--- src/rtl/xdts_pkg.sv ---
package xdts_pkg;

  // default tag buffer depth (one slot is kept spare, as the tag text is cut at depth - 1)
  localparam int TAG_BYTES_DEF = 32;

  // character codes seen by the parser
  localparam logic [7:0] CH_PCT = 8'h25;
  localparam logic [7:0] CH_AT  = 8'h40;
  localparam logic [7:0] CH_NL  = 8'h0a;
  localparam logic [7:0] CH_E   = 8'h45;
  localparam logic [7:0] CH_H   = 8'h48;

  // tag handling modes
  localparam logic [1:0] MODE_EH_STOP = 2'd1;
  localparam logic [1:0] MODE_REPLAY  = 2'd2;

  // markup parser phase
  typedef enum logic [1:0] {
    PH_RUN = 2'd0,
    PH_PCT = 2'd1,
    PH_IN  = 2'd2,
    PH_AT  = 2'd3
  } phase_t;

  // result sequencer state
  typedef enum logic [3:0] {
    ST_IDLE      = 4'd0,
    ST_WRITE2    = 4'd1,
    ST_PCT       = 4'd2,
    ST_CHAR      = 4'd3,
    ST_OPEN_PCT  = 4'd4,
    ST_OPEN_AT   = 4'd5,
    ST_BODY      = 4'd6,
    ST_CLOSE_AT  = 4'd7,
    ST_CLOSE_PCT = 4'd8,
    ST_NEWLINE   = 4'd9
  } state_t;

  // work planned for one accepted byte
  typedef struct packed {
    logic write2;
    logic pct;
    logic chr;
    logic replay;
    logic newline;
  } plan_t;

  // map of seven codes to Latin-1 accented letters and signs, other codes unchanged
  function automatic logic [7:0] latin1_map(input logic [7:0] b);
    logic [7:0] r;
    case (b)
      8'h82:   r = 8'he9;
      8'h85:   r = 8'he0;
      8'h89:   r = 8'heb;
      8'h8a:   r = 8'he8;
      8'ha4:   r = 8'hf1;
      8'hf8:   r = 8'hb0;
      8'hf9:   r = 8'hb7;
      default: r = b;
    endcase
    return r;
  endfunction

endpackage

--- src/rtl/xdts_decode.sv ---
module xdts_decode (
  input  logic [7:0] scrambled_byte,
  input  logic [8:0] offset_low,
  output logic [7:0] plain_char
);
  import xdts_pkg::*;

  logic [7:0] key;

  // key is the offset halved, low eight bits
  assign key        = offset_low[8:1];
  assign plain_char = latin1_map(scrambled_byte ^ key);

endmodule

--- src/rtl/xdts_tag_ram.sv ---
module xdts_tag_ram #(
  parameter int DEPTH = 32,
  parameter int AW    = 5
) (
  input  logic          clk,
  input  logic          we,
  input  logic [AW-1:0] waddr,
  input  logic [7:0]    wdata,
  input  logic [AW-1:0] raddr,
  output logic [7:0]    rdata
);

  logic [7:0] mem [DEPTH];

  // one write port, one registered read port
  always_ff @(posedge clk) begin
    if (we) begin
      mem[waddr] <= wdata;
    end
    rdata <= mem[raddr];
  end

endmodule

--- src/rtl/xor_descramble_tag_stripper_core.sv ---
// Descrambles one dictionary byte per input transfer (XOR with offset_low >> 1, then the
// Latin-1 letter map), strips %@tag@% markup and emits the printable result as a stream of
// characters and line breaks, out_last marking the final result of each byte. The tag text
// is held in a single-port-write, registered-read RAM of TAG_BYTES entries. Items are taken
// one at a time: a new byte is not accepted until all results of the last one are issued,
// with an extra write step when an inner '@' stores two bytes (the RAM has one write port),
// and a mode-2 tag replay holds the input until the whole tag is replayed. tag_mode must
// be written through cfg_we/cfg_wdata only while idle; the block itself does not enforce it.
module xor_descramble_tag_stripper_core #(
  parameter int TAG_BYTES = xdts_pkg::TAG_BYTES_DEF
) (
  input  logic       clk,
  input  logic       rst,
  input  logic       cfg_we,
  input  logic [1:0] cfg_wdata,
  input  logic       in_valid,
  output logic       in_ready,
  input  logic [7:0] scrambled_byte,
  input  logic [8:0] offset_low,
  input  logic       entry_first,
  input  logic       entry_last,
  output logic       out_valid,
  input  logic       out_ready,
  output logic [7:0] out_code,
  output logic       out_newline,
  output logic       out_last
);
  import xdts_pkg::*;

  localparam int AW = (TAG_BYTES > 1) ? $clog2(TAG_BYTES) : 1;
  localparam logic [AW-1:0] LEN_MAX = AW'(TAG_BYTES - 1);

  logic [1:0]    tag_mode;
  phase_t        phase, phase_next;
  logic [AW-1:0] tag_len, tag_len_next;
  logic          stopped, stopped_next;
  logic          tag_e, tag_h;
  state_t        state, state_next;
  plan_t         plan, plan_next;
  logic [7:0]    chr, chr_next;
  logic [AW-1:0] idx, idx_next;

  logic [7:0]    dec_char;
  logic [7:0]    rd_data;
  logic          we;
  logic [AW-1:0] waddr;
  logic [7:0]    wdata;

  phase_t        eff_phase;
  logic [AW-1:0] eff_len;
  logic          eff_stopped;
  logic          slot_free;
  logic          emit_req;
  logic [7:0]    emit_code;
  logic          emit_nl;
  logic          emit_last;

  // first state of the result sequence for a plan
  function automatic state_t first_state(input plan_t p);
    state_t s;
    if (p.write2) begin
      s = ST_WRITE2;
    end else if (p.pct) begin
      s = ST_PCT;
    end else if (p.chr) begin
      s = ST_CHAR;
    end else if (p.replay) begin
      s = ST_OPEN_PCT;
    end else if (p.newline) begin
      s = ST_NEWLINE;
    end else begin
      s = ST_IDLE;
    end
    return s;
  endfunction

  xdts_decode u_decode (
    .scrambled_byte (scrambled_byte),
    .offset_low     (offset_low),
    .plain_char     (dec_char)
  );

  xdts_tag_ram #(
    .DEPTH (TAG_BYTES),
    .AW    (AW)
  ) u_tag_ram (
    .clk   (clk),
    .we    (we),
    .waddr (waddr),
    .wdata (wdata),
    .raddr (idx_next),
    .rdata (rd_data)
  );

  assign in_ready  = (state == ST_IDLE);
  assign slot_free = !out_valid || out_ready;

  // entry start clears parser state ahead of the byte
  assign eff_phase   = entry_first ? PH_RUN : phase;
  assign eff_len     = entry_first ? '0 : tag_len;
  assign eff_stopped = entry_first ? 1'b0 : stopped;

  // parser update, RAM writes and result sequencing
  always_comb begin
    state_next   = state;
    plan_next    = plan;
    phase_next   = phase;
    tag_len_next = tag_len;
    stopped_next = stopped;
    chr_next     = chr;
    idx_next     = '0;
    we           = 1'b0;
    waddr        = tag_len;
    wdata        = chr;
    emit_req     = 1'b0;
    emit_code    = 8'h00;
    emit_nl      = 1'b0;
    emit_last    = 1'b0;

    unique case (state)
      ST_IDLE: begin
        if (in_valid) begin
          plan_next    = '0;
          phase_next   = eff_phase;
          tag_len_next = eff_len;
          stopped_next = eff_stopped;
          chr_next     = dec_char;
          waddr        = eff_len;
          if (!eff_stopped) begin
            unique case (eff_phase)
              PH_RUN: begin
                if (dec_char == CH_PCT) begin
                  tag_len_next = '0;
                  phase_next   = PH_PCT;
                end else begin
                  plan_next.chr = 1'b1;
                end
              end
              PH_PCT: begin
                if (dec_char == CH_AT) begin
                  phase_next = PH_IN;
                end else begin
                  plan_next.pct = 1'b1;
                  plan_next.chr = 1'b1;
                  phase_next    = PH_RUN;
                end
              end
              PH_IN: begin
                if (dec_char == CH_AT) begin
                  phase_next = PH_AT;
                end else if (eff_len != LEN_MAX) begin
                  we           = 1'b1;
                  wdata        = dec_char;
                  tag_len_next = eff_len + AW'(1);
                end
              end
              PH_AT: begin
                if (dec_char == CH_PCT) begin
                  phase_next = PH_RUN;
                  if (tag_mode == MODE_EH_STOP && eff_len == AW'(2) && tag_e && tag_h) begin
                    stopped_next = 1'b1;
                  end else if (tag_mode == MODE_REPLAY) begin
                    plan_next.replay = 1'b1;
                  end
                end else begin
                  // inner at: store '@' now, the byte on the next cycle if room remains
                  phase_next = PH_IN;
                  if (eff_len != LEN_MAX) begin
                    we           = 1'b1;
                    wdata        = CH_AT;
                    tag_len_next = eff_len + AW'(1);
                    plan_next.write2 = (eff_len + AW'(1)) != LEN_MAX;
                  end
                end
              end
              default: ;
            endcase
            plan_next.newline = stopped_next || entry_last;
          end
          state_next = first_state(plan_next);
        end
      end
      ST_WRITE2: begin
        we           = 1'b1;
        tag_len_next = tag_len + AW'(1);
        state_next   = plan.newline ? ST_NEWLINE : ST_IDLE;
      end
      ST_PCT: begin
        emit_req   = 1'b1;
        emit_code  = CH_PCT;
        state_next = ST_CHAR;
      end
      ST_CHAR: begin
        emit_req   = 1'b1;
        emit_nl    = (chr == CH_NL);
        emit_code  = emit_nl ? 8'h00 : chr;
        emit_last  = !plan.newline;
        state_next = plan.newline ? ST_NEWLINE : ST_IDLE;
      end
      ST_OPEN_PCT: begin
        emit_req   = 1'b1;
        emit_code  = CH_PCT;
        state_next = ST_OPEN_AT;
      end
      ST_OPEN_AT: begin
        emit_req   = 1'b1;
        emit_code  = CH_AT;
        state_next = (tag_len == '0) ? ST_CLOSE_AT : ST_BODY;
      end
      ST_BODY: begin
        // RAM read is registered: data for idx arrives in the cycle after idx is presented
        emit_req  = 1'b1;
        emit_code = rd_data;
        if (slot_free) begin
          idx_next = idx + AW'(1);
          if (idx + AW'(1) == tag_len) begin
            state_next = ST_CLOSE_AT;
          end
        end else begin
          idx_next = idx;
        end
      end
      ST_CLOSE_AT: begin
        emit_req   = 1'b1;
        emit_code  = CH_AT;
        state_next = ST_CLOSE_PCT;
      end
      ST_CLOSE_PCT: begin
        emit_req   = 1'b1;
        emit_code  = CH_PCT;
        emit_last  = !plan.newline;
        state_next = plan.newline ? ST_NEWLINE : ST_IDLE;
      end
      ST_NEWLINE: begin
        emit_req   = 1'b1;
        emit_nl    = 1'b1;
        emit_last  = 1'b1;
        state_next = ST_IDLE;
      end
      default: begin
        state_next = ST_IDLE;
      end
    endcase

    // hold the sequence while the output register is full
    if (emit_req && !slot_free) begin
      state_next = state;
    end
  end

  // control registers
  always_ff @(posedge clk) begin
    if (rst) begin
      state    <= ST_IDLE;
      plan     <= '0;
      phase    <= PH_RUN;
      tag_len  <= '0;
      stopped  <= 1'b0;
      idx      <= '0;
      tag_mode <= 2'd0;
    end else begin
      state   <= state_next;
      plan    <= plan_next;
      phase   <= phase_next;
      tag_len <= tag_len_next;
      stopped <= stopped_next;
      idx     <= idx_next;
      if (cfg_we) begin
        tag_mode <= cfg_wdata;
      end
    end
  end

  // decoded byte and flags that the first two tag bytes are E and H, for the stop check
  always_ff @(posedge clk) begin
    chr <= chr_next;
    if (we && waddr == AW'(0)) begin
      tag_e <= (wdata == CH_E);
    end
    if (we && waddr == AW'(1)) begin
      tag_h <= (wdata == CH_H);
    end
  end

  // output register
  always_ff @(posedge clk) begin
    if (rst) begin
      out_valid <= 1'b0;
    end else if (emit_req && slot_free) begin
      out_valid <= 1'b1;
    end else if (out_ready) begin
      out_valid <= 1'b0;
    end
  end

  always_ff @(posedge clk) begin
    if (emit_req && slot_free) begin
      out_code    <= emit_code;
      out_newline <= emit_nl;
      out_last    <= emit_last;
    end
  end

endmodule

--- config.mk ---
export PLATFORM = sky130hd
export DESIGN_NAME = xor_descramble_tag_stripper_core
export DESIGN_NICKNAME = d
export VERILOG_FILES = /design/src/rtl/xdts_pkg.sv /design/src/rtl/xdts_decode.sv /design/src/rtl/xdts_tag_ram.sv /design/src/rtl/xor_descramble_tag_stripper_core.sv
export SDC_FILE = /design/constraint.sdc
export NUM_CORES = 1
export LEC_CHECK = 0
export BUFFER_PORTS_ARGS = -buffer_cell sky130_fd_sc_hd__buf_2
export CAP_MARGIN = 20
export CORE_MARGIN = 8
export CORE_UTILIZATION = 60
export DETAILED_ROUTE_END_ITERATION = 10
export PLACE_DENSITY_LB_ADDON = 0.3
export REMOVE_ABC_BUFFERS = 1
export SKIP_LAST_GASP = 1
export SYNTH_ARGS = -nofsm -noshare
export SYNTH_HDL_FRONTEND = slang
export SYNTH_SLANG_ARGS = --single-unit
--- constraint.sdc ---
create_clock -name clk -period 5.4 [get_ports clk]
set_input_delay 0.81 -clock clk [delete_from_list [all_inputs] [get_ports clk]]
set_output_delay 0.81 -clock clk [all_outputs]
set_load 0.05 [all_outputs]
### Word level (Yosys, flattened, before mapping)

Memory sizes are Yosys's and may differ from the RTL's. A register that Yosys moved wholly into a read port is not among the register bits.
Index checks and enable logic that the tools add are counted.

* register bits after elaboration: 41
* bits in writable memories: 256
* output and inout bits: 12
* logic and storage cells: 158
* memories kept: 1

Memory list
* u_tag_ram.mem: words 32, width 8, rd ports 1, clocked after memory_dff 1, write ports 1, line xdts_tag_ram.sv:13 `logic [7:0] mem [DEPTH];`

* $add $sub $neg: 3
* equal/unequal tests: 34
* multiplexer cells: 78
* bitwise logic cells: 2
* reductions and logical operators: 26

Operators by type and width (number)
* two-way mux 5 bit: 14
* two-way mux 8 bit: 8
* == test 8 bit (second input constant): 7
* case mux 8 bit (7 select lines): 1
* two-way mux 4 bit: 9
* case mux 8 bit (4 select lines): 1
* two-way mux 1 bit: 28
* case mux 4 bit (7 select lines): 1
* == test 8 x 7 -> 1 bit (second input constant): 3
* == test 4 x 3 -> 1 bit (second input constant): 4
* case mux 8 bit (2 select lines): 1
* adder 5 x 1 -> 5 bit (second input constant): 3
* case mux 5 bit (3 select lines): 1
* two-way mux 2 bit: 7
* logical NOT 5 bit: 2
* inequality test 5 bit (second input constant): 2
* case mux 1 bit (2 select lines): 5
* case mux 5 bit (2 select lines): 1
* == test 4 x 2 -> 1 bit (second input constant): 2
* == test 4 bit (second input constant): 2
* == test 8 x 4 -> 1 bit (second input constant): 1
* == test 8 x 6 -> 1 bit (second input constant): 1
* case mux 2 bit (4 select lines): 1
* OR reduction 8 bit: 1
* other kinds (19): 37

### Longest topological paths before layout

* depth in word-level cells: 22
* depth in mapped cells: 14
* depth with buffers taken out: 13

### Cells and area by module

Synthesis repeated with hierarchy kept, for this count alone.

* cell total of the unflattened synthesis: 800
* area, all modules: 13300.3 um^2

Modules (own cells, without submodules)
* xdts_tag_ram: times used 1, cells an instance 417, area each 10053.4 um^2
* xor_descramble_tag_stripper_core: times used 1, cells an instance 348, area each 3000.4 um^2
* xdts_decode: times used 1, cells an instance 35, area each 246.5 um^2

### Worst setup path after synthesis

OpenSTA, ideal clock, no wires.

* path kind: input port to flip-flop
* from: input entry_first
* to: memory u_tag_ram.mem[0][1], data pin
* arrival: 3862 ps
* data required time: 4946 ps
* path slack: 1083 ps
* stages on the path: 11
* buffers on the path: 2
* cell sequence: clkinv_1 -> nand2_1 -> inv_1 -> ha_1 -> nor3b_1 -> ha_1 -> clkbuf_1 -> or3_1 -> clkbuf_1 -> nand2b_1 -> o21ai_0

* cells in the longest elaborated chain, start to end: 8
* elaborated cells on any way between the ends: 14
* classes of those cells: eq/ne (3); mux (11)

Ends and longest elaborated chain
* from (decl): line xor_descramble_tag_stripper_core.sv:20 `input logic entry_first,`
* two-way mux 5 bit: line xor_descramble_tag_stripper_core.sv:100 `assign eff_len = entry_first ? '0 : tag_len;`
* inequality test 5 bit: line xor_descramble_tag_stripper_core.sv:151, xor_descramble_tag_stripper_core.sv:168
* two-way mux 8 bit, on equally long branches: line xor_descramble_tag_stripper_core.sv:168, xor_descramble_tag_stripper_core.sv:151
* two-way mux 8 bit, on equally long branches: line xor_descramble_tag_stripper_core.sv:158, xor_descramble_tag_stripper_core.sv:149
* case mux 8 bit (2 select lines): line xor_descramble_tag_stripper_core.sv:130 `unique case (eff_phase)`
* two-way mux 8 bit (*): line xor_descramble_tag_stripper_core.sv:129 `if (!eff_stopped) begin`
* two-way mux 8 bit (*): line xor_descramble_tag_stripper_core.sv:122 `if (in_valid) begin`
* two-way mux 8 bit (*): line xor_descramble_tag_stripper_core.sv:120 `unique case (state)`
* net u_tag_ram.wdata[1]: line xdts_tag_ram.sv:8 `input logic [7:0] wdata,`
* to (decl): line xdts_tag_ram.sv:13

Mark *: on every way through the listed nets, which the timed path passes. The rest lies on a longest branch.

### Worst setup path after layout

* from: input entry_first
* to: memory u_tag_ram.mem[25][2] (enable)

* cells in the longest elaborated chain, start to end: 10
* elaborated cells on any way between the ends: 17
* classes of those cells: eq/ne (3); mux (14)

Ends and longest elaborated chain
* two-way mux 5 bit: line xor_descramble_tag_stripper_core.sv:100
* inequality test 5 bit: line xor_descramble_tag_stripper_core.sv:151, xor_descramble_tag_stripper_core.sv:168
* two-way mux 1 bit: line xor_descramble_tag_stripper_core.sv:151, xor_descramble_tag_stripper_core.sv:168
* two-way mux 1 bit, on equally long branches: line xor_descramble_tag_stripper_core.sv:158, xor_descramble_tag_stripper_core.sv:149
* case mux 1 bit (2 select lines): line xor_descramble_tag_stripper_core.sv:130
* two-way mux 1 bit: line xor_descramble_tag_stripper_core.sv:129
* two-way mux 1 bit: line xor_descramble_tag_stripper_core.sv:122
* case mux 1 bit (2 select lines): line xor_descramble_tag_stripper_core.sv:120
* two-way mux 1 bit: line xdts_tag_ram.sv:17 `if (we) begin`
* two-way mux 1 bit (not written as such): line xdts_tag_ram.sv:18 `mem[waddr] <= wdata;`

Parallel ways exist; a longest one is shown, timed or not.

==> impl_metrics.tcl <==
set metrics [dict create \
    status "complete, no violations" \
    final_cell_mix "nand2_1 (294), edfxtp_1 (276), nand3_1 (107), nor2_1 (76), buf_4 (37)" \
    grt_usage_pct 23.5 \
    worstPathBufferInverterCount 4 \
    first_pass_iters 5 \
    finalSetupViolCount 0 \
    core_area_um2 22600 \
    yosysUniqueCellTypes 74 \
    dieArea_um2 28000 \
    arrival_ns 4.19 \
    cp.required_ns 5.58 \
    synth-edff-count 276 \
    grt_pass1_wl_mm 52.0 \
    synth_area_per_cell_um2 11.4 \
    cts-root-buf "clkbuf_16" \
    hold_start "cfg_wdata[0]" \
    gp_congestion 0.895 \
    drc 0 \
    power.total_uw 5120 \
    antenna_found_initial 0 \
    synth_top_area_share_pct 60.3 \
    antenna-diode-count 0 \
    synth_flop_cell "edfxtp_1" \
    synth_seq_cells 305 \
    ctsResizeCount 0 \
    timing.rr.start "tag_len[1]$_SDFFE_PP0P_" \
    whs_path_depth 3 \
    htree_levels 1 \
    p_leak_uw 0.00530 \
    grt-busiest-layer "met2" \
    synth_warnings 0 \
    rsz0062_at_grt "false" \
    die-height_um 167 \
    fin_crit_sh_pct 74.3 \
    worstSkewPairLatency_ns 0.56 \
    use_met1_pct 31.5 \
    layout.nets 1271 \
    overflow 0 \
    worst_pin_slew_ns 1.10 \
    crit_slowest_cell "nor2_1" \
    synth_top_cell_by_area "edfxtp_1" \
    yosysSeqAreaShare_pct 64.5 \
    routed_wl_mm 33.5 \
    clock_sinks 305 \
    portBuffers 36 \
    slew_viol_final 0 \
    path_class "in2reg" \
    worst-path-max-fanout 12 \
    clockBufferDepth 3 \
    synth_cells 1208 \
    grtUsageMet3_pct 3.69 \
    slowest_delay_ns 0.55 \
    async_reset_ff_share_pct 0 \
    cts_buffers 30 \
    post-cts-setup-buffers 0 \
    core.rowCount 55 \
    hold_slack_ns 0.485 \
    hold_viol 0 \
    fin_skew_ns 0.0154 \
    max_slew_margin_pct 26.7 \
    final_antenna_net_count 0 \
    timing.rr.end "u_tag_ram.mem[22][4]$_DFFE_PP_" \
    worst_r2r_path_depth 11 \
    holdBufCountCts 0 \
    ir_worst_vdd_mv 0.248 \
    use_met2_pct 37.3 \
    via_per_inst 6.33 \
    start_kind "primary input" \
    drive_gt1_share_pct 12.1 \
    min_path_type "in2reg" \
    io_pins 38 \
    die_w_um 167 \
    path_cells "buf_2, clkinv_1, nand2_1, inv_1, ha_1, nor3b_1, ha_1, nor2_1, o2111ai_1, a21o_1, nand2_1, nand3_1, buf_4, nor2_1" \
    timing.fmax_mhz 249 \
    dp_hpwl_mm 20.9 \
    path_clk_slew_ns 0.06 \
    cts_tree "yes" \
    drtIter0Drc 1292 \
    synth.cell_area_um2 13700 \
    rrSetupSlack_ns 1.51 \
    synthTopCellsByArea "edfxtp_1 (60%), nand2_1 (8.1%), dfxtp_1 (4.2%)" \
    grt_pass1_vias 9250 \
    vias 9753 \
    maxCapViolations 0 \
    initial_core_util_pct 60.9 \
    worstSetupEndpointType "flip-flop" \
    min_period_ns 4.01 \
    grt_max_degree 93 \
    wl_per_cell_um 21.7 \
    final_common_cell "nand2_1" \
    crit_family "simple AND/OR/NAND/NOR gates" \
    p_per_area_nw_per_um2 336 \
    tns_ns 0 \
    syn_to_final_growth_pct 10.9 \
    holdPathEnd "tag_mode[0]$_SDFFE_PP0P_" \
]
==> worst max-delay path by stage <==
stage | start | to | cells after the start
floorplan | out_ready | u_tag_ram.rdata[0]$_DFF_P_ | 7
CTS | entry_first | u_tag_ram.mem[25][5]$_DFFE_PP_ | 14
detailed placement | entry_first | u_tag_ram.mem[25][4]$_DFFE_PP_ | 14
finish | entry_first | u_tag_ram.mem[25][2]$_DFFE_PP_ | 14
global route | entry_first | u_tag_ram.mem[25][2]$_DFFE_PP_ | 14
global placement | entry_first | u_tag_ram.mem[25][4]$_DFFE_PP_ | 14
==> where the power goes <==
group	internal [µW]	leakage [µW]	switching (µW)	total, µW
combinational	111	0.00211	295	406
sequential	2660	0.00273	36.6	2700
clock	1180	0.000457	834	2010
==> per-stage QoR <==
| step | setup slack (ns) | area, µm² | instances | utilization, % |
|---|---|---|---|---|
| floorplan | 0.933 | 13400 | 1131 | - |
| detailed placement | 0.949 | 14300 | 1489 | 63.3 |
| finish | 1.39 | 15200 | 1540 | 67.5 |
| global placement | 0.998 | 14300 | 1489 | 63.3 |
| CTS | 1.52 | 15200 | 1539 | 67.5 |
| global route | 1.10 | 15200 | 1540 | 67.5 |
==> Yosys cell counts (all sizes together), types with 3 or more instances <==
cell type,n
nand2,296
edfxtp,276
nand3,107
nor2,76
clkbuf,63
dfxtp,29
a21oi,28
and3,26
a311oi,25
o21ai,25
a211oi,18
a31oi,17
xnor2,16
inv,15
buf,14
xor2,14
mux2i,12
nor3,12
nand4,11
o211ai,11
a31o,9
a311o,8
ha,8
nand2b,8
nor2b,8
nor4,6
nand4b,4
nor3b,4
a21o,3
a22o,3
a22oi,3
a2bb2oi,3
a32oi,3
and2,3
nand3b,3
o22ai,3
o31a,3
o32a,3
or3,3
==> worst register-to-register path: stages (launching register included) <==
cell	delay [ns]
dfxtp_1	0.52
inv_1	0.15
nor2_1	0.32
ha_1	0.27
nor3b_1	0.29
ha_1	0.43
nor2_1	0.10
o2111ai_1	0.12
a21o_1	0.31
nand2_1	0.19
nand3_1	0.50
nor2_1	0.36
==> flip-flops by register name, indices dropped and copies added (netlist names) <==
register	flops
plan	1
tag_h	1
phase	2
u_tag_ram.mem	256
out_code	8
out_valid	1
state	4
idx	5
tag_mode	2
u_tag_ram.rdata	8
tag_len	5
tag_e	1
chr	8
stopped	1
out_last	1
out_newline	1
==> layer usage <==
layer | wire (µm) | share of wire (%)
met5 | 0 | 0
met2 | 15800 | 47
met4 | 1270 | 3.8
met1 | 13300 | 40
met3 | 3080 | 9.2
==> logic make-up after synthesis <==
family	after synthesis	synth area share (%)
compound gates	185	10.2
simple gates	574	18.8
mux	13	0.956
fa+ha+maj	8	0.728
flops	305	64.5
xor+xnor	30	2.08
buf+inv	93	2.70
==> layout make-up <==
cell class                      count  area [µm²]
Clock buffer                       38         802
Clock inverter                     12         133
Fill cell                        1641        7330
Inverter                           16        65.1
Multi-Input combinational cell    810        4550
Sequential cell                   305        8870
Tap cell                          285         357
Timing Repair Buffer               74         473
No activity file was read; power rests on OpenSTA's default activity.
